## src/design/lrts_pkg.sv

```systemverilog
// Shared types, character codes and limits of the Lisp reader token scanner.
package lrts_pkg;

  // Longest token kept; the next character raises a too-long error.
  localparam logic [7:0] TokenMax = 8'd127;
  // Entries of the queue between front and back.
  localparam int unsigned QueueDepth = 4;
  localparam int unsigned QueuePtrW = $clog2(QueueDepth);
  localparam int unsigned QueueCntW = $clog2(QueueDepth + 1);

  localparam logic [7:0] ChNul        = 8'h00;
  localparam logic [7:0] ChTab        = 8'h09;
  localparam logic [7:0] ChLf         = 8'h0A;
  localparam logic [7:0] ChFf         = 8'h0C;
  localparam logic [7:0] ChCr         = 8'h0D;
  localparam logic [7:0] ChSpace      = 8'h20;
  localparam logic [7:0] ChDquote     = 8'h22;
  localparam logic [7:0] ChHash       = 8'h23;
  localparam logic [7:0] ChQuote      = 8'h27;
  localparam logic [7:0] ChLparen     = 8'h28;
  localparam logic [7:0] ChRparen     = 8'h29;
  localparam logic [7:0] ChPlus       = 8'h2B;
  localparam logic [7:0] ChComma      = 8'h2C;
  localparam logic [7:0] ChMinus      = 8'h2D;
  localparam logic [7:0] ChDot        = 8'h2E;
  localparam logic [7:0] ChZero       = 8'h30;
  localparam logic [7:0] ChNine       = 8'h39;
  localparam logic [7:0] ChSemi       = 8'h3B;
  localparam logic [7:0] ChUpperE     = 8'h45;
  localparam logic [7:0] ChBackslash  = 8'h5C;
  localparam logic [7:0] ChBackquote  = 8'h60;
  localparam logic [7:0] ChLowerA     = 8'h61;
  localparam logic [7:0] ChLowerZ     = 8'h7A;
  localparam logic [7:0] ChBar        = 8'h7C;
  localparam logic [7:0] CaseOffset   = 8'h20;

  typedef enum logic [2:0] {
    CC_CONST = 3'd0,
    CC_WS    = 3'd1,
    CC_TERM  = 3'd2,
    CC_DISP  = 3'd3,
    CC_SESC  = 3'd4,
    CC_MESC  = 3'd5
  } char_class_e;

  typedef enum logic [2:0] {
    MODE_IDLE  = 3'd0,
    MODE_TOKEN = 3'd1,
    MODE_MULTI = 3'd2,
    MODE_ESC   = 3'd3,
    MODE_MESC  = 3'd4,
    MODE_HASH  = 3'd5,
    MODE_HARG  = 3'd6,
    MODE_SKIP  = 3'd7
  } scan_mode_e;

  typedef enum logic [2:0] {
    IC_START  = 3'd0,
    IC_SIGN   = 3'd1,
    IC_DIGITS = 3'd2,
    IC_DOT    = 3'd3,
    IC_REJECT = 3'd4
  } int_chk_e;

  typedef enum logic [3:0] {
    FC_START   = 4'd0,
    FC_SIGN    = 4'd1,
    FC_MANT    = 4'd2,
    FC_POINT   = 4'd3,
    FC_FRAC    = 4'd4,
    FC_EXPMARK = 4'd5,
    FC_EXPSIGN = 4'd6,
    FC_EXP     = 4'd7,
    FC_REJECT  = 4'd15
  } float_chk_e;

  typedef enum logic [2:0] {
    EV_CHAR      = 3'd0,
    EV_TOKEN_END = 3'd1,
    EV_MACRO     = 3'd2,
    EV_DISPATCH  = 3'd3,
    EV_ERROR     = 3'd4,
    EV_END       = 3'd5
  } event_e;

  typedef enum logic [1:0] {
    TC_SYMBOL  = 2'd0,
    TC_INTEGER = 2'd1,
    TC_FLOAT   = 2'd2
  } token_class_e;

  typedef enum logic [1:0] {
    ERR_EOF      = 2'd0,
    ERR_DISPATCH = 2'd1,
    ERR_LONG     = 2'd2,
    ERR_NONE     = 2'd3
  } error_e;

  // One classified input byte, as queued between front and back.
  typedef struct packed {
    logic        eoi;
    logic [7:0]  ch;
    logic [7:0]  upc;
    char_class_e cls;
    logic        digit;
  } item_t;

  // One result beat.
  typedef struct packed {
    event_e       ev;
    logic [7:0]   ch;
    token_class_e cls;
    logic [31:0]  ival;
    logic         argp;
    logic [31:0]  arg;
    error_e       err;
    logic         last;
  } result_t;

  // Queue status seen by the front.
  typedef struct packed {
    logic full;
    logic valid;
  } queue_status_t;

endpackage

```

## src/design/lrts_front.sv

```systemverilog
// Front end: input handshake and readtable classification of each byte.
module lrts_front import lrts_pkg::*; (
  input  logic          in_valid_i,
  output logic          in_stall_o,
  input  logic [7:0]    char_code_i,
  input  logic          end_of_input_i,
  input  queue_status_t q_status_i,
  output logic          push_o,
  output item_t         item_o
);

  char_class_e cls;

  always_comb begin
    case (char_code_i)
      ChNul, ChTab, ChLf, ChFf, ChCr, ChSpace:                       cls = CC_WS;
      ChDquote, ChQuote, ChLparen, ChRparen, ChComma, ChSemi,
      ChBackquote:                                                   cls = CC_TERM;
      ChHash:                                                        cls = CC_DISP;
      ChBackslash:                                                   cls = CC_SESC;
      ChBar:                                                         cls = CC_MESC;
      default:                                                       cls = CC_CONST;
    endcase
  end

  // Stall only on a full queue.
  assign in_stall_o = q_status_i.full;
  assign push_o     = in_valid_i & ~q_status_i.full;

  assign item_o.eoi   = end_of_input_i;
  assign item_o.ch    = char_code_i;
  assign item_o.upc   = (char_code_i >= ChLowerA && char_code_i <= ChLowerZ) ?
                        (char_code_i - CaseOffset) : char_code_i;
  assign item_o.cls   = cls;
  assign item_o.digit = (char_code_i >= ChZero) && (char_code_i <= ChNine);

endmodule

```

## src/design/lrts_queue.sv

```systemverilog
// Short queue of classified bytes between front and back.
module lrts_queue import lrts_pkg::*; (
  input  logic          clk_i,
  input  logic          rst_ni,
  input  logic          push_i,
  input  item_t         item_i,
  input  logic          pop_i,
  output queue_status_t status_o,
  output item_t         item_o
);

  item_t                 mem_q [QueueDepth];
  logic [QueuePtrW-1:0]  wr_ptr_q, wr_ptr_d;
  logic [QueuePtrW-1:0]  rd_ptr_q, rd_ptr_d;
  logic [QueueCntW-1:0]  count_q, count_d;

  always_comb begin
    wr_ptr_d = wr_ptr_q;
    rd_ptr_d = rd_ptr_q;
    count_d  = count_q;
    if (push_i) begin
      wr_ptr_d = (wr_ptr_q == QueuePtrW'(QueueDepth - 1)) ? '0 : wr_ptr_q + 1'b1;
    end
    if (pop_i) begin
      rd_ptr_d = (rd_ptr_q == QueuePtrW'(QueueDepth - 1)) ? '0 : rd_ptr_q + 1'b1;
    end
    case ({push_i, pop_i})
      2'b10:   count_d = count_q + 1'b1;
      2'b01:   count_d = count_q - 1'b1;
      default: count_d = count_q;
    endcase
  end

  always_ff @(posedge clk_i or negedge rst_ni) begin
    if (!rst_ni) begin
      wr_ptr_q <= '0;
      rd_ptr_q <= '0;
      count_q  <= '0;
    end else begin
      wr_ptr_q <= wr_ptr_d;
      rd_ptr_q <= rd_ptr_d;
      count_q  <= count_d;
    end
  end

  always_ff @(posedge clk_i) begin
    if (push_i) begin
      mem_q[wr_ptr_q] <= item_i;
    end
  end

  assign item_o         = mem_q[rd_ptr_q];
  assign status_o.valid = (count_q != '0);
  assign status_o.full  = (count_q == QueueCntW'(QueueDepth));

endmodule

```

## src/design/lrts_back.sv

```systemverilog
// Back end: scanner state machine, token checks and result beat output.
module lrts_back import lrts_pkg::*; (
  input  logic    clk_i,
  input  logic    rst_ni,
  input  logic    q_valid_i,
  input  item_t   q_item_i,
  output logic    q_pop_o,
  input  logic    out_stall_i,
  output logic    out_valid_o,
  output result_t out_o
);

  function automatic result_t mk_res(event_e ev, logic [7:0] ch, token_class_e cls,
                                     logic [31:0] iv, logic ap, logic [31:0] arg,
                                     error_e err);
    result_t r;
    r.ev   = ev;
    r.ch   = ch;
    r.cls  = cls;
    r.ival = iv;
    r.argp = ap;
    r.arg  = arg;
    r.err  = err;
    r.last = 1'b0;
    return r;
  endfunction

  scan_mode_e   mode_q, mode_d;
  logic [7:0]   len_q, len_d;
  int_chk_e     ichk_q, ichk_d;
  logic [31:0]  mag_q, mag_d;
  logic         neg_q, neg_d;
  float_chk_e   fchk_q, fchk_d;
  logic [31:0]  arg_q, arg_d;
  logic         seen_q, seen_d;

  result_t      out_q, out_d;
  logic         out_valid_q, out_valid_d;
  result_t      pend_q, pend_d;
  logic         pend_valid_q, pend_valid_d;

  logic         eoi;
  char_class_e  k;

  // Character append decode
  logic         add_w, add_esc_w, add_fresh_w;
  logic [7:0]   add_ch_w;
  logic [7:0]   base_len;
  int_chk_e     base_ichk;
  logic [31:0]  base_mag;
  logic         base_neg;
  float_chk_e   base_fchk;
  logic         add_long_w;
  logic [7:0]   add_len_w;
  int_chk_e     add_ichk_w;
  logic [31:0]  add_mag_w;
  logic         add_neg_w;
  float_chk_e   add_fchk_w;
  logic [31:0]  digit_val;
  logic [31:0]  mag10;
  logic [31:0]  arg10;
  logic         sign_ch, is_plus, is_minus, is_dot, is_e;

  // Results of the head item
  result_t      r0, r1;
  logic [1:0]   n_res;
  result_t      tok_end, add_res;
  logic         valid_sub;

  // Handshake
  logic         out_ready;
  logic         take;

  assign eoi = q_item_i.eoi;
  assign k   = q_item_i.cls;

  // Decide whether this byte appends a token character, and how.
  always_comb begin
    add_w       = 1'b0;
    add_esc_w   = 1'b0;
    add_fresh_w = 1'b0;
    add_ch_w    = q_item_i.ch;
    if (!eoi) begin
      case (mode_q)
        MODE_IDLE: begin
          if (k == CC_CONST) begin
            add_w       = 1'b1;
            add_fresh_w = 1'b1;
            add_ch_w    = q_item_i.upc;
          end
        end
        MODE_TOKEN: begin
          if (k == CC_CONST || k == CC_DISP) begin
            add_w    = 1'b1;
            add_ch_w = q_item_i.upc;
          end
        end
        MODE_ESC, MODE_MESC: begin
          add_w     = 1'b1;
          add_esc_w = 1'b1;
        end
        MODE_MULTI: begin
          if (k != CC_SESC && k != CC_MESC) begin
            add_w     = 1'b1;
            add_esc_w = 1'b1;
          end
        end
        default: begin
          add_w = 1'b0;
        end
      endcase
    end
  end

  // Step the integer and float recognisers over the appended character.
  always_comb begin
    base_len  = add_fresh_w ? '0 : len_q;
    base_ichk = add_fresh_w ? IC_START : ichk_q;
    base_mag  = add_fresh_w ? '0 : mag_q;
    base_neg  = add_fresh_w ? 1'b0 : neg_q;
    base_fchk = add_fresh_w ? FC_START : fchk_q;

    add_long_w = (base_len >= TokenMax);
    add_len_w  = base_len + 8'd1;
    digit_val  = {28'd0, add_ch_w[3:0]};
    mag10      = (base_mag << 3) + (base_mag << 1) + digit_val;
    is_plus    = (add_ch_w == ChPlus);
    is_minus   = (add_ch_w == ChMinus);
    is_dot     = (add_ch_w == ChDot);
    is_e       = (add_ch_w == ChUpperE);
    sign_ch    = is_plus | is_minus;

    add_mag_w = base_mag;
    add_neg_w = base_neg;
    case (base_ichk)
      IC_START: begin
        if (is_plus) begin
          add_ichk_w = IC_SIGN;
        end else if (is_minus) begin
          add_ichk_w = IC_SIGN;
          add_neg_w  = 1'b1;
        end else if (q_item_i.digit) begin
          add_ichk_w = IC_DIGITS;
          add_mag_w  = digit_val;
        end else begin
          add_ichk_w = IC_REJECT;
        end
      end
      IC_SIGN, IC_DIGITS: begin
        if (q_item_i.digit) begin
          add_ichk_w = IC_DIGITS;
          add_mag_w  = mag10;
        end else if (is_dot && base_ichk == IC_DIGITS) begin
          add_ichk_w = IC_DOT;
        end else begin
          add_ichk_w = IC_REJECT;
        end
      end
      default: add_ichk_w = IC_REJECT;
    endcase

    add_fchk_w = FC_REJECT;
    case (base_fchk)
      FC_START: begin
        if (sign_ch)               add_fchk_w = FC_SIGN;
        else if (q_item_i.digit)   add_fchk_w = FC_MANT;
        else if (is_dot)           add_fchk_w = FC_POINT;
      end
      FC_SIGN: begin
        if (q_item_i.digit)        add_fchk_w = FC_MANT;
        else if (is_dot)           add_fchk_w = FC_POINT;
      end
      FC_MANT: begin
        if (q_item_i.digit)        add_fchk_w = FC_MANT;
        else if (is_dot)           add_fchk_w = FC_FRAC;
        else if (is_e)             add_fchk_w = FC_EXPMARK;
      end
      FC_POINT: begin
        if (q_item_i.digit)        add_fchk_w = FC_FRAC;
      end
      FC_FRAC: begin
        if (q_item_i.digit)        add_fchk_w = FC_FRAC;
        else if (is_e)             add_fchk_w = FC_EXPMARK;
      end
      FC_EXPMARK: begin
        if (sign_ch)               add_fchk_w = FC_EXPSIGN;
        else if (q_item_i.digit)   add_fchk_w = FC_EXP;
      end
      FC_EXPSIGN, FC_EXP: begin
        if (q_item_i.digit)        add_fchk_w = FC_EXP;
      end
      default: add_fchk_w = FC_REJECT;
    endcase

    // Any escape makes the token a symbol.
    if (add_esc_w) begin
      add_ichk_w = IC_REJECT;
      add_fchk_w = FC_REJECT;
      add_mag_w  = base_mag;
      add_neg_w  = base_neg;
    end
  end

  assign arg10 = (arg_q << 3) + (arg_q << 1) + {28'd0, q_item_i.upc[3:0]};

  // Next state of the scanner.
  always_comb begin
    mode_d = mode_q;
    len_d  = len_q;
    ichk_d = ichk_q;
    mag_d  = mag_q;
    neg_d  = neg_q;
    fchk_d = fchk_q;
    arg_d  = arg_q;
    seen_d = seen_q;
    if (eoi) begin
      mode_d = MODE_IDLE;
      len_d  = '0;
      ichk_d = IC_START;
      mag_d  = '0;
      neg_d  = 1'b0;
      fchk_d = FC_START;
      arg_d  = '0;
      seen_d = 1'b0;
    end else begin
      case (mode_q)
        MODE_IDLE: begin
          if (k == CC_DISP) begin
            mode_d = MODE_HASH;
            arg_d  = '0;
            seen_d = 1'b0;
          end else if (k == CC_SESC || k == CC_MESC) begin
            mode_d = (k == CC_SESC) ? MODE_ESC : MODE_MULTI;
            len_d  = '0;
            ichk_d = IC_REJECT;
            mag_d  = '0;
            neg_d  = 1'b0;
            fchk_d = FC_REJECT;
          end else if (k == CC_CONST) begin
            mode_d = MODE_TOKEN;
          end
        end
        MODE_TOKEN: begin
          if (k == CC_SESC || k == CC_MESC) begin
            mode_d = (k == CC_SESC) ? MODE_ESC : MODE_MULTI;
            ichk_d = IC_REJECT;
            fchk_d = FC_REJECT;
          end else if (k == CC_TERM || k == CC_WS) begin
            mode_d = MODE_IDLE;
          end
        end
        MODE_ESC:  mode_d = MODE_TOKEN;
        MODE_MESC: mode_d = MODE_MULTI;
        MODE_MULTI: begin
          if (k == CC_SESC)      mode_d = MODE_MESC;
          else if (k == CC_MESC) mode_d = MODE_TOKEN;
        end
        MODE_HASH, MODE_HARG: begin
          if (q_item_i.digit) begin
            arg_d  = arg10;
            seen_d = 1'b1;
            mode_d = MODE_HARG;
          end else begin
            mode_d = MODE_IDLE;
            arg_d  = '0;
            seen_d = 1'b0;
          end
        end
        default: begin
          if (k == CC_WS || k == CC_TERM) mode_d = MODE_IDLE;
        end
      endcase
      if (add_w) begin
        if (add_long_w) begin
          mode_d = MODE_SKIP;
        end else begin
          len_d  = add_len_w;
          ichk_d = add_ichk_w;
          mag_d  = add_mag_w;
          neg_d  = add_neg_w;
          fchk_d = add_fchk_w;
        end
      end
    end
  end

  // Result beats caused by the head item.
  always_comb begin
    if (ichk_q == IC_DIGITS || ichk_q == IC_DOT) begin
      tok_end = mk_res(EV_TOKEN_END, '0, TC_INTEGER, neg_q ? (32'd0 - mag_q) : mag_q,
                       1'b0, '0, ERR_NONE);
    end else if (fchk_q == FC_MANT || fchk_q == FC_FRAC || fchk_q == FC_EXP) begin
      tok_end = mk_res(EV_TOKEN_END, '0, TC_FLOAT, '0, 1'b0, '0, ERR_NONE);
    end else begin
      tok_end = mk_res(EV_TOKEN_END, '0, TC_SYMBOL, '0, 1'b0, '0, ERR_NONE);
    end
    add_res = add_long_w ? mk_res(EV_ERROR, '0, TC_SYMBOL, '0, 1'b0, '0, ERR_LONG)
                         : mk_res(EV_CHAR, add_ch_w, TC_SYMBOL, '0, 1'b0, '0, ERR_NONE);
    valid_sub = (q_item_i.upc == ChQuote) || (q_item_i.upc == ChLparen) ||
                (q_item_i.upc == ChBackslash) || (q_item_i.upc == ChBar);

    r0    = mk_res(EV_END, '0, TC_SYMBOL, '0, 1'b0, '0, ERR_NONE);
    r1    = mk_res(EV_END, '0, TC_SYMBOL, '0, 1'b0, '0, ERR_NONE);
    n_res = 2'd0;
    if (eoi) begin
      if (mode_q == MODE_TOKEN) begin
        r0    = tok_end;
        n_res = 2'd2;
      end else if (mode_q != MODE_IDLE && mode_q != MODE_SKIP) begin
        r0    = mk_res(EV_ERROR, '0, TC_SYMBOL, '0, 1'b0, '0, ERR_EOF);
        n_res = 2'd2;
      end else begin
        n_res = 2'd1;
      end
    end else if (add_w) begin
      r0    = add_res;
      n_res = 2'd1;
    end else begin
      case (mode_q)
        MODE_IDLE, MODE_SKIP: begin
          if (k == CC_TERM) begin
            r0    = mk_res(EV_MACRO, q_item_i.ch, TC_SYMBOL, '0, 1'b0, '0, ERR_NONE);
            n_res = 2'd1;
          end
        end
        MODE_TOKEN: begin
          if (k == CC_TERM) begin
            r0    = tok_end;
            r1    = mk_res(EV_MACRO, q_item_i.ch, TC_SYMBOL, '0, 1'b0, '0, ERR_NONE);
            n_res = 2'd2;
          end else if (k == CC_WS) begin
            r0    = tok_end;
            n_res = 2'd1;
          end
        end
        MODE_HASH, MODE_HARG: begin
          if (!q_item_i.digit) begin
            r0 = valid_sub ?
                 mk_res(EV_DISPATCH, q_item_i.upc, TC_SYMBOL, '0, seen_q, arg_q, ERR_NONE) :
                 mk_res(EV_ERROR, q_item_i.upc, TC_SYMBOL, '0, 1'b0, '0, ERR_DISPATCH);
            n_res = 2'd1;
          end
        end
        default: n_res = 2'd0;
      endcase
    end
    r0.last = (n_res == 2'd1);
    r1.last = 1'b1;
  end

  // Output register plus a pending slot for an item's second beat.
  assign out_ready = ~out_valid_q | ~out_stall_i;
  assign take      = ~pend_valid_q & q_valid_i & (out_ready | (n_res == 2'd0));
  assign q_pop_o   = take;

  always_comb begin
    out_d        = out_q;
    out_valid_d  = out_valid_q & ~out_ready;
    pend_d       = pend_q;
    pend_valid_d = pend_valid_q;
    if (pend_valid_q) begin
      if (out_ready) begin
        out_d        = pend_q;
        out_valid_d  = 1'b1;
        pend_valid_d = 1'b0;
      end
    end else if (take) begin
      if (n_res != 2'd0) begin
        out_d       = r0;
        out_valid_d = 1'b1;
      end else begin
        out_valid_d = out_valid_q & ~out_ready;
      end
      if (n_res == 2'd2) begin
        pend_d       = r1;
        pend_valid_d = 1'b1;
      end
    end
  end

  always_ff @(posedge clk_i or negedge rst_ni) begin
    if (!rst_ni) begin
      mode_q       <= MODE_IDLE;
      len_q        <= '0;
      ichk_q       <= IC_START;
      mag_q        <= '0;
      neg_q        <= 1'b0;
      fchk_q       <= FC_START;
      arg_q        <= '0;
      seen_q       <= 1'b0;
      out_valid_q  <= 1'b0;
      pend_valid_q <= 1'b0;
    end else begin
      if (take) begin
        mode_q <= mode_d;
        len_q  <= len_d;
        ichk_q <= ichk_d;
        mag_q  <= mag_d;
        neg_q  <= neg_d;
        fchk_q <= fchk_d;
        arg_q  <= arg_d;
        seen_q <= seen_d;
      end
      out_valid_q  <= out_valid_d;
      pend_valid_q <= pend_valid_d;
    end
  end

  always_ff @(posedge clk_i) begin
    out_q  <= out_d;
    pend_q <= pend_d;
  end

  assign out_valid_o = out_valid_q;
  assign out_o       = out_q;

endmodule

```

## src/design/lisp_reader_token_scanner.sv

```systemverilog
// Top level of the Lisp reader token scanner: front, queue and back end.
//
// Feed one source byte, or an end-of-input mark, per beat; the scanner classifies it with
// the default readtable and returns token characters (upper-cased unless escaped), token
// ends classed as symbol, integer (with its 32-bit wrapped value) or float, macro
// characters, '#' dispatches with their optional decimal argument, coded errors and an
// end event. The last beat caused by an input byte carries last_o. Rate: one input byte
// per clock cycle while the queue has room; a byte that yields no or one result beat frees
// the back end for the next byte, while a byte that yields two (a token end followed by a
// macro character, or a token end or error followed by the end event) holds the back end
// until its second beat reaches the output register. A four-entry queue between the
// classifying front and the scanning back end absorbs these bursts and output stalls, and
// the back end's state update (a times-ten accumulate on the integer or argument value)
// sets the clock limit. No clearing pass follows reset: input is taken once reset ends.
module lisp_reader_token_scanner import lrts_pkg::*; (
  input  logic               clk_i,
  input  logic               rst_ni,
  // Input channel
  input  logic               in_valid_i,
  output logic               in_stall_o,
  input  logic [7:0]         char_code_i,
  input  logic               end_of_input_i,
  // Output channel
  output logic               out_valid_o,
  input  logic               out_stall_i,
  output logic [2:0]         event_res_o,
  output logic [7:0]         out_char_o,
  output logic [1:0]         token_class_o,
  output logic signed [31:0] int_value_o,
  output logic               arg_present_o,
  output logic [31:0]        dispatch_arg_o,
  output logic [1:0]         error_code_o,
  output logic               last_o
);

  queue_status_t q_status;
  item_t         push_item;
  item_t         head_item;
  logic          push;
  logic          pop;
  result_t       res;

  // Classify each beat and push it while the queue has room.
  lrts_front u_front (
    .in_valid_i     (in_valid_i),
    .in_stall_o     (in_stall_o),
    .char_code_i    (char_code_i),
    .end_of_input_i (end_of_input_i),
    .q_status_i     (q_status),
    .push_o         (push),
    .item_o         (push_item)
  );

  // Decouple the input handshake from back-end stalls.
  lrts_queue u_queue (
    .clk_i    (clk_i),
    .rst_ni   (rst_ni),
    .push_i   (push),
    .item_i   (push_item),
    .pop_i    (pop),
    .status_o (q_status),
    .item_o   (head_item)
  );

  // Run the scanner and drive the registered output beat.
  lrts_back u_back (
    .clk_i       (clk_i),
    .rst_ni      (rst_ni),
    .q_valid_i   (q_status.valid),
    .q_item_i    (head_item),
    .q_pop_o     (pop),
    .out_stall_i (out_stall_i),
    .out_valid_o (out_valid_o),
    .out_o       (res)
  );

  // Unpack the result beat onto the output fields.
  assign event_res_o    = res.ev;
  assign out_char_o     = res.ch;
  assign token_class_o  = res.cls;
  assign int_value_o    = signed'(res.ival);
  assign arg_present_o  = res.argp;
  assign dispatch_arg_o = res.arg;
  assign error_code_o   = res.err;
  assign last_o         = res.last;

  // The second beat of an item follows its first without a gap.
  assert property (@(posedge clk_i) disable iff (!rst_ni)
    (out_valid_o && !out_stall_i && !last_o) |=> out_valid_o)
    else $error("second result beat did not follow");

  // The end event is always the final beat of its item.
  assert property (@(posedge clk_i) disable iff (!rst_ni)
    (out_valid_o && event_res_o == EV_END) |-> last_o)
    else $error("end event without last");

  // Error beats carry a real error code, all others carry none.
  assert property (@(posedge clk_i) disable iff (!rst_ni)
    out_valid_o |-> ((event_res_o == EV_ERROR) == (error_code_o != ERR_NONE)))
    else $error("error code does not match event");

  // A token class other than symbol appears only on a token end.
  assert property (@(posedge clk_i) disable iff (!rst_ni)
    (out_valid_o && token_class_o != TC_SYMBOL) |-> (event_res_o == EV_TOKEN_END))
    else $error("token class outside token end");

endmodule

```

## config.mk

```make
export PLATFORM = sky130hd
export DESIGN_NAME = lisp_reader_token_scanner
export DESIGN_NICKNAME = d
export VERILOG_FILES = /design/src/design/lrts_pkg.sv /design/src/design/lrts_front.sv /design/src/design/lrts_queue.sv /design/src/design/lrts_back.sv /design/src/design/lisp_reader_token_scanner.sv
export SDC_FILE = /design/constraint.sdc
export NUM_CORES = 1
export LEC_CHECK = 0
export ABC_AREA = 1
export BUFFER_PORTS_ARGS = -buffer_cell sky130_fd_sc_hd__buf_4
export CAP_MARGIN = 25
export CORE_UTILIZATION = 40
export CTS_CLUSTER_DIAMETER = 100
export DETAILED_ROUTE_END_ITERATION = 10
export PLACE_DENSITY = 0.59
export SLEW_MARGIN = 10
export SYNTH_ARGS = -nofsm -noshare
export SYNTH_HDL_FRONTEND = slang
export SYNTH_HIERARCHICAL = 1
export SYNTH_SLANG_ARGS = --single-unit
```

## constraint.sdc

```tcl
create_clock -name clk_i -period 6.7 [get_ports clk_i]
set_input_delay 0.67 -clock clk_i [delete_from_list [all_inputs] [get_ports clk_i]]
set_output_delay 0.67 -clock clk_i [all_outputs]
set_load 0.01 [all_outputs]
```

## Word-level counts from Yosys, hierarchy flattened

Memory sizes are Yosys's and may differ from the RTL's.
Cells that the tools add are included.

- Add/sub/neg operators: 11
- Order comparisons: 5
- Eq/ne operators: 61
- Mux-type cells: 140
- Bitwise operators: 13
- Reductions and logical operators: 38

Operators by type and width:

| cell | count |
|---|---|
| $mux W81 | 14 |
| $mux W32 | 16 |
| $pmux W81 S3 | 1 |
| $pmux W32 S2 | 2 |
| $eq A8 B6 Y1 const B | 13 |
| $mux W8 | 11 |
| $mux W79 | 1 |
| $mux W70 | 1 |
| $mux W3 | 23 |
| $mux W4 | 17 |
| $add A32 B32 Y32 | 2 |
| $add A32 B4 Y32 | 2 |
| $eq A8 B7 Y1 const B | 6 |
| $mux W1 | 35 |
| $eq A8 B4 Y1 const B | 4 |
| $sub A1 B32 Y32 const A | 1 |
| $pmux W4 S7 | 1 |
| $eq A4 B3 Y1 const B | 6 |
| $eq A3 B2 Y1 const B | 7 |
| $eq A3 B3 Y1 const B | 7 |
| $pmux W3 S2 | 3 |
| $pmux W3 S6 | 1 |
| $ge A8 B7 Y1 const B | 2 |
| $pmux W8 S2 | 1 |
| other kinds (38) | 91 |

- Register bits after elaboration: 254
- RAM bits: 84
- Input bits: 13
- Output and inout port bits: 83
- Logic and storage cells: 297
- Memories: 1

Memory list:

| name | words | bits a word | read ports | clocked after memory_dff | wr ports | RTL line | source |
|---|---|---|---|---|---|---|---|
| u_queue.mem_q | 4 | 21 | 1 | 0 | 1 | lrts_queue.sv:12 | `item_t mem_q [QueueDepth];` |

## Longest topological paths before layout

Gate-level depths: netlist of run 1.
An unclocked memory read counts as a cell.

- Depth in word-level cells: 15
- Depth in mapped cells: 35
- Mapped depth without buffers: 32

## By module

Netlist of run 1, hierarchy kept.

Modules (own cells, without submodules):

| module | instances | cells each | area each (µm²) | seq. area each (µm²) |
|---|---|---|---|---|
| lrts_back | 1 | 1,922 | 14,171.1 | 4,884.7 |
| lrts_queue | 1 | 341 | 3,936.3 | 2,697.6 |
| lrts_front | 1 | 93 | 484.2 | 0.0 |

## Least setup slack after synthesis of run 1

No wires, ideal clock.

- Path kind: register to register
- From: register u_queue.rd_ptr_q[0]
- To: register u_back.out_q, in the netlist u_back/out_o[0] (enable)
- Library setup time: 0.521 ns
- Data arrival time: 5.322 ns
- Data required time: 6.179 ns
- Setup slack: 0.857 ns
- Stages on the path, launching flop included: 17
- Buffers on the path: 3
- Clock period less this slack: 5.843 ns
- Cell sequence: dfrtp_1 > buf_6 > buf_6 > buf_6 > o211ai_2 > nand2_1 > inv_1 > nand2_1 > nor2_1 > inv_1 > nor2_1 > inv_2 > o211ai_1 > nor2_1 > nand2_1 > a21oi_1 > nor2_1

RTL lines:

| item | RTL line | source |
|---|---|---|
| start: declaration | lrts_queue.sv:14 | `logic [QueuePtrW-1:0] rd_ptr_q, rd_ptr_d;` |
| start signal: assignment | lrts_queue.sv:41 | `rd_ptr_q <= rd_ptr_d;` |
| end signal: assignment | lrts_back.sv:410 | `out_q <= out_d;` |
| end: declaration | lrts_back.sv:37 | `result_t out_q, out_d;` |

==> key figures, run 1 <==
Status
  – Status: finished, final reports clean

Finish
  – FILL cells: 4,462
  – Layout Area Growth over Synthesis: 12.4%
  – Ratio of cells with drive above 1 in the final layout: 10.1%
  – Commonest cells after routing, fill and taps aside: nand2_1 (546), inv_1 (289), nor2_1 (268)
  – Number of diodes: 0
  – Nets@finish: 2,556
  – Commonest non-fill, non-tap cell in the layout: nand2_1
  – Final core utilization: 45.8%

Worst setup path
  – Startpoint types: flop
  – Critical Path RT: 7130 ps
  – Most frequent cell on the critical path: nand2_1
  – Worst setup EP type: flop
  – WP data arrival: 6030 ps
  – Worst R2R Path Depth: 30
  – Largest stage delay, worst path: 920 ps
  – Slowest cell on crit path: dfrtp_2
  – Largest fanout on the critical path: 48
  – Kind of critical path: flop to flop

Routing
  – Via count: 16,128
  – Via density: 5.31
  – Detailed Route WL: 50,700 µm
  – TritonRoute pass-1 iters: 8
  – M1 WL: 23,800 µm
  – Drt wl/cell: 16.7 µm
  – Antenna Nets Post-Route: 0
  – Highest routed layer: met4
  – Met3 WL: 2830 µm
  – DR iter-0 viols: 1,503
  – Met2 routed WL: 23,000 µm
  – DRC violations left: 0

Clocking
  – Hold buffer count at cts: 0
  – Htree depth: 2
  – # clock sinks: 268
  – Clk root buf: clkbuf_16
  – Setup Fix Bufs, Post-CTS: 0
  – Clock buffer depth: 3
  – CTS clock-pin slew for the worst setup and hold paths: 60 ps
  – CTS tree: done
  – Post-cts sizing count: 0
  – Clk_lat worst skew: 550 ps
  – CTS Buf Count: 34

Logic synthesis
  – Synth Net Count: 2,500
  – Cell area after synthesis: 18,600 µm²
  – Post-synthesis adder-cell area fraction: 9.02%
  – Async SR Flop Fraction: 34.7%
  – Distinct cells, synth: 55
  – Largest family of logic cells by synthesized area: simple AND/OR/NAND/NOR gates
  – Dominant cells by area after synthesis: edfxtp_1 (28%), dfrtp_1 (13%), nand2_1 (11%)
  – Mean Syn Cell Area: 7.89 µm²
  – Top cell type's share of synthesized area: 28.3%
  – Register bit total from synthesis: 268
  – Post-synth EDFFs: 175
  – Mux share of post-synthesis cell area: 0%
  – Area leader, netlist: edfxtp_1
  – Seq/Total Area, Yosys: 40.8%
  – Ys Warns: 6
  – Synth Area in Compound Gates: 14.6%
  – Post-synthesis xor/xnor area fraction: 2.92%
  – Mapped Cells: 2,356
  – Post-synth top flop: edfxtp_1
  – Synth Area in Simple Gates: 23.6%

Pwr
  – Peak supply drop: 0.266 mV
  – Design Power: 10.3 mW
  – Leak Pwr: 9.60 nW
  – P per Cell Area: 492 nW/µm²

STA
  – Slew Viols, Final: 0
  – Worst slew pin tran: 1010 ps
  – Relative slew slack: 32.0%
  – Final min period: 5610 ps
  – Setup TNS: 0 ps
  – Fmax: 178 MHz
  – Final setup violation count: 0
  – Fin. Hold Viols: 0
  – RSZ-0062 raised after global routing: false
  – Layout Skew: 34.1 ps
  – Crit share post-route: 83.7%

Floorplanning
  – Die Y: 218 µm
  – Row count: 78
  – IO Pins: 96
  – Core area: 45,600 µm²
  – Die area: 47,300 µm²
  – Initial Utilization: 40.8%
  – Die Width: 218 µm

Place
  – Final Wtd Congestion: 0.959
  – I/O Buffers: 95
  – Detailed Place HPWL: 37,200 µm

GRT
  – Largest net degree at the start of global routing: 70
  – Global Route Usage Sum: 21.6%
  – Overflow left after global routing: 0
  – Vias in the first global route: 15,253
  – First-pass GRT wire length: 82,000 µm
  – Initial antenna violation count: 0

Job
  – Max_cap viols: 0

Worst hold path
  – Worst min path class: input port to asynchronous set/reset pin
==> sequential cells by signal (all words and copies together), names as in the netlist <==
register	flops
u_back/arg_q	32
u_back/mode_q	3
u_back/out_valid_o	1
u_queue/rd_ptr_q	2
u_back/pend_q	10
u_queue/mem_q	84
u_back/out_o	81
u_queue/wr_ptr_q	2
u_back/fchk_q	4
u_queue/count_q	3
u_back/len_q	8
u_back/ichk_q	3
u_back/pend_valid_q	1
u_back/neg_q	1
u_back/seen_q	1
u_back/mag_q	32
==> metal layers <==
layer	up-vias	GRT usage [%]
li1	7998	-
met5	-	0
met1	7575	30.4
met4	0	5.89
met2	471	34.4
met3	84	3.39
==> synthesized netlist by cell type (2+ instances only) <==
library cell / instances
buf_2: 25
ha_1: 126
o31ai_1: 11
a21oi_1: 146
buf_4: 24
nand3_2: 5
nor3_2: 3
nor3b_1: 3
nand4_1: 18
o221ai_1: 11
nand2_1: 546
o21bai_1: 11
a21o_1: 6
clkinv_1: 3
clkbuf_1: 37
edfxtp_1: 175
o22ai_1: 34
o21a_1: 4
fa_1: 5
o211ai_2: 18
buf_6: 7
o21ai_0: 118
a21boi_0: 4
a31oi_1: 13
nor2_1: 269
nand2_2: 14
buf_1: 2
and3_1: 2
o211ai_1: 23
dfrtp_1: 93
nor4_1: 7
inv_2: 20
nor2_2: 8
o2111ai_1: 8
inv_1: 289
nand3b_1: 4
a211oi_1: 7
nand3_1: 103
o21ai_1: 18
nor3_1: 56
nor2_4: 6
xnor2_1: 23
xor2_1: 39
==> logic make-up after synthesis <==
family,count (synthesis)
AO/OA/AOI/OAI,442
XOR/XNOR,62
buffers and inverters,407
AND/OR/NAND/NOR,1046
adder cells (fa/ha/maj),131
flip-flops,268
==> area by class of cell <==
class	count	area (µm²)	area share (%)
multi-input combinational	1681	9320	44.6
clock buffer	46	926	4.43
tap	600	751	3.59
sequential	268	7580	36.3
timing repair buffer	115	911	4.36
inverter	312	1170	5.60
clock inverter	15	238	1.14
==> per-stage QoR <==
step / worst slack [ps] / hold slack, ps / area (µm²) / std cells
detailed placement: 1230 / 466 / 19700 / 2973
global placement: 1470 / 463 / 19700 / 2972
CTS: 1180 / 13.3 / 20800 / 3034
finish: 1090 / 30.7 / 20900 / 3037
floorplan: 857 / 374 / 18600 / 2356
global route: 730 / 33.0 / 20900 / 3037
==> worst max-delay path: cells and delay by family (launching register included) <==
| kind | cells | cell delay [ps] |
|---|---|---|
| compound gates | 4 | 600 |
| xor+xnor | 1 | 190 |
| fa+ha+maj | 3 | 930 |
| buf+inv | 5 | 880 |
| flops | 1 | 920 |
| simple gates | 17 | 1920 |
==> where the power goes <==
group,leakage (nW),switching [mW],internal [mW]
clock network,0.563,0.732,1.18
registers,2.92,0.354,2.44
logic,6.11,3.86,1.73
==> worst paths after layout <==
| path | startpoint | end | slack [ps] |
|---|---|---|---|
| setup reg to reg | u_queue/rd_ptr_q[0]$_DFFE_PN0P_ | u_back/mag_q[12]$_DFFE_PN0P_ | 1090 |
| min in group clk_i | end_of_input_i | u_queue/mem_q[1][20]$_DFFE_PP_ | 340 |
| setup / recovery | u_queue/rd_ptr_q[0]$_DFFE_PN0P_ | u_back/mag_q[12]$_DFFE_PN0P_ | 1090 |
| max in group asynchronous | rst_ni | u_back/mag_q[30]$_DFFE_PN0P_ | 5760 |
| hold reg to reg | u_queue/count_q[2]$_DFFE_PN0P_ | u_queue/count_q[2]$_DFFE_PN0P_ | 470 |
| hold / removal | rst_ni | u_back/arg_q[16]$_DFFE_PN0P_ | 30 |
(Power assumes the default switching activity.)
==> run 2: changes to the inputs <==
PLACE_DENSITY = 0.61   (was 0.59)
clock period = 4.52 ns   (was 6.7 ns; I/O delays follow)
==> run 2 against run 1 <==
  * Clock skew rose by 1.5 ps
  * Core utilization is 1.8 points higher
  * Fmax increased by 31%
  * Routed wire length rose by 1.5%
  * Highest routed layer unchanged
==> key figures, run 2 (synthesis results as in run 1) <==
Status
  – Status: finished, final reports clean

Worst setup path
  – Slowest cell on crit path: dfrtp_4
  – Largest fanout on the critical path: 10
  – Worst R2R Path Depth: 26
  – RR Startpoint: u_queue/rd_ptr_q[0]$_DFFE_PN0P_
  – WP data arrival: 4770 ps
  – Crit. Startpoint: u_queue/rd_ptr_q[0]$_DFFE_PN0P_
  – FF-to-FF End: u_back/mag_q[22]$_DFFE_PN0P_
  – Worst R2R Setup Slack: 240 ps
  – Startpoint types: flop
  – Kind of critical path: flop to flop
  – Largest stage delay, worst path: 530 ps
  – Most frequent cell on the critical path: nand2_1
  – Worst setup EP type: flop
  – Critical Path RT: 5000 ps

Worst hold path
  – Hold depth: 1
  – Hold Crit Endpoint: u_queue/mem_q[0][19]$_DFFE_PP_
  – HP Start: char_code_i[7]
  – Worst min path class: input port to flop

GRT
  – Vias in the first global route: 15,802
  – Overflow left after global routing: 0
  – First-pass GRT wire length: 82,400 µm
  – Initial antenna violation count: 0
  – Global Route Usage Sum: 21.7%
  – Largest net degree at the start of global routing: 55

Place
  – Cells after DPL: 3,000
  – Detailed Place HPWL: 37,200 µm
  – I/O Buffers: 95
  – Final Wtd Congestion: 0.915
  – Worst slack, placed: 1.88 ps

Job
  – Max_cap viols: 0

STA
  – Hold slack: 133 ps
  – Final min period: 4280 ps
  – Fin. Hold Viols: 0
  – Crit share post-route: 94.7%
  – Setup TNS: 0 ps
  – Final setup violation count: 0
  – Layout Skew: 35.6 ps
  – Relative slew slack: 34.0%
  – Fmax: 234 MHz
  – Worst slew pin tran: 985 ps
  – Worst setup margin: 237 ps
  – Slew Viols, Final: 0

Clocking
  – CTS Buf Count: 34
  – Clk root buf: clkbuf_16
  – Clk_lat worst skew: 560 ps
  – Htree depth: 2
  – Clock buffer depth: 3
  – CTS clock-pin slew for the worst setup and hold paths: 60 ps
  – # clock sinks: 268
  – CTS tree: done

Routing
  – Via count: 16,308
  – DRC violations left: 0
  – DR iter-0 viols: 1,345
  – Antenna Nets Post-Route: 0
  – Drt wl/cell: 16.7 µm
  – TritonRoute pass-1 iters: 5
  – Via density: 5.29
  – Detailed Route WL: 51,500 µm

Floorplanning
  – Die Y: 218 µm
  – Row count: 78
  – Core area: 45,600 µm²
  – Die area: 47,300 µm²
  – Initial Utilization: 40.8%
  – Die Width: 218 µm
  – IO Pins: 96

Pwr
  – Sequential share of power: 25.4%
  – Switching Share: 47.5%
  – Peak supply drop: 0.454 mV
  – Comb pwr share: 55.9%
  – Internal cell power: 8.43 mW
  – Leak Pwr: 9.87 nW
  – NetSw: 7.62 mW
  – Clock network power share: 18.7%
  – P per Cell Area: 739 nW/µm²

Finish
  – Number of diodes: 0
  – Max reg flops: 84
  – Register name with the most flops: u_queue/mem_q
  – Ratio of cells with drive above 1 in the final layout: 14.8%
  – Commonest non-fill, non-tap cell in the layout: nand2_1
  – Nets@finish: 2,599
  – Filler-free cell count of the finished design: 3,080
  – FILL cells: 4,397
  – Layout Area Growth over Synthesis: 16.8%
  – Commonest cells after routing, fill and taps aside: nand2_1 (535), inv_1 (288), nor2_1 (245)
run 2: repair_timing:
item / in CTS / in global routing
hold buffers: 1 / 0
hold endpoints to repair: 40 / 0
cloned: 0 / 1
buffers inserted: 0 / 14
gates resized for setup: 1 / 105
pin swaps: 0 / 15
endpoints found under the setup margin: 7 / 30
run 2: layer usage:
layer	up-vias	track usage, %	routed length [µm]
met1	7670	29.6	23600
li1	8080	-	-
met5	-	0	0
met3	73	3.71	3180
met4	0	6.24	1060
met2	485	35.1	23600
run 2: area by class of cell:
type / count / area, µm² / area share [%]
Sequential cell: 268 / 7590 / 34.9
Timing Repair Buffer: 158 / 1310 / 6.03
Inverter: 312 / 1170 / 5.41
Clock buffer: 39 / 880 / 4.05
Clock inverter: 22 / 367 / 1.69
Multi-Input combinational cell: 1681 / 9640 / 44.4
Tap cell: 600 / 751 / 3.46
run 2: worst max-delay path, delay by kind of cell (launching register included):
family                   cells  cell delay [ps]
AO/OA/AOI/OAI                2              260
XOR/XNOR                     1              230
adder cells (fa/ha/maj)      2              880
buffers and inverters        4              470
flip-flops                   1              530
AND/OR/NAND/NOR             17             1830
run 2: worst max path at each step:
| stage | cells after the start | slack [ps] | endpoint |
|---|---|---|---|
| 5_1_grt | 28 | -40 | u_back/mag_q[20]$_DFFE_PN0P_ |
| 3_5_place_dp | 29 | 2 | u_back/mag_q[30]$_DFFE_PN0P_ |
| 6_report | 26 | 240 | u_back/mag_q[22]$_DFFE_PN0P_ |
| 3_3_place_gp | 30 | 60 | u_back/mag_q[28]$_DFFE_PN0P_ |
| 2_1_floorplan | 16 | 40 | u_back/out_o[0]$_SDFFCE_PP1P_ |
| 4_1_cts | 28 | 30 | u_back/mag_q[30]$_DFFE_PN0P_ |
run 2: per-stage QoR:
stage	area, µm²	util (%)	power, mW
5_1_grt	21700	47.6	17.2
4_1_cts	21100	46.4	15.6
3_5_place_dp	19900	43.6	12.6
2_1_floorplan	18600	-	9.80
6_report	21700	47.6	16.0
3_3_place_gp	19900	43.6	12.5
run 2: power groups by stage:
stage	Combinational (mW)	Clock [mW]	Sequential, mW
5_1_grt	9.89	3.16	4.15
4_1_cts	8.47	3.06	4.10
3_3_place_gp	8.34	0	4.12
3_5_place_dp	8.42	0	4.14
6_report	8.97	3.00	4.07
2_1_floorplan	5.60	0	4.20
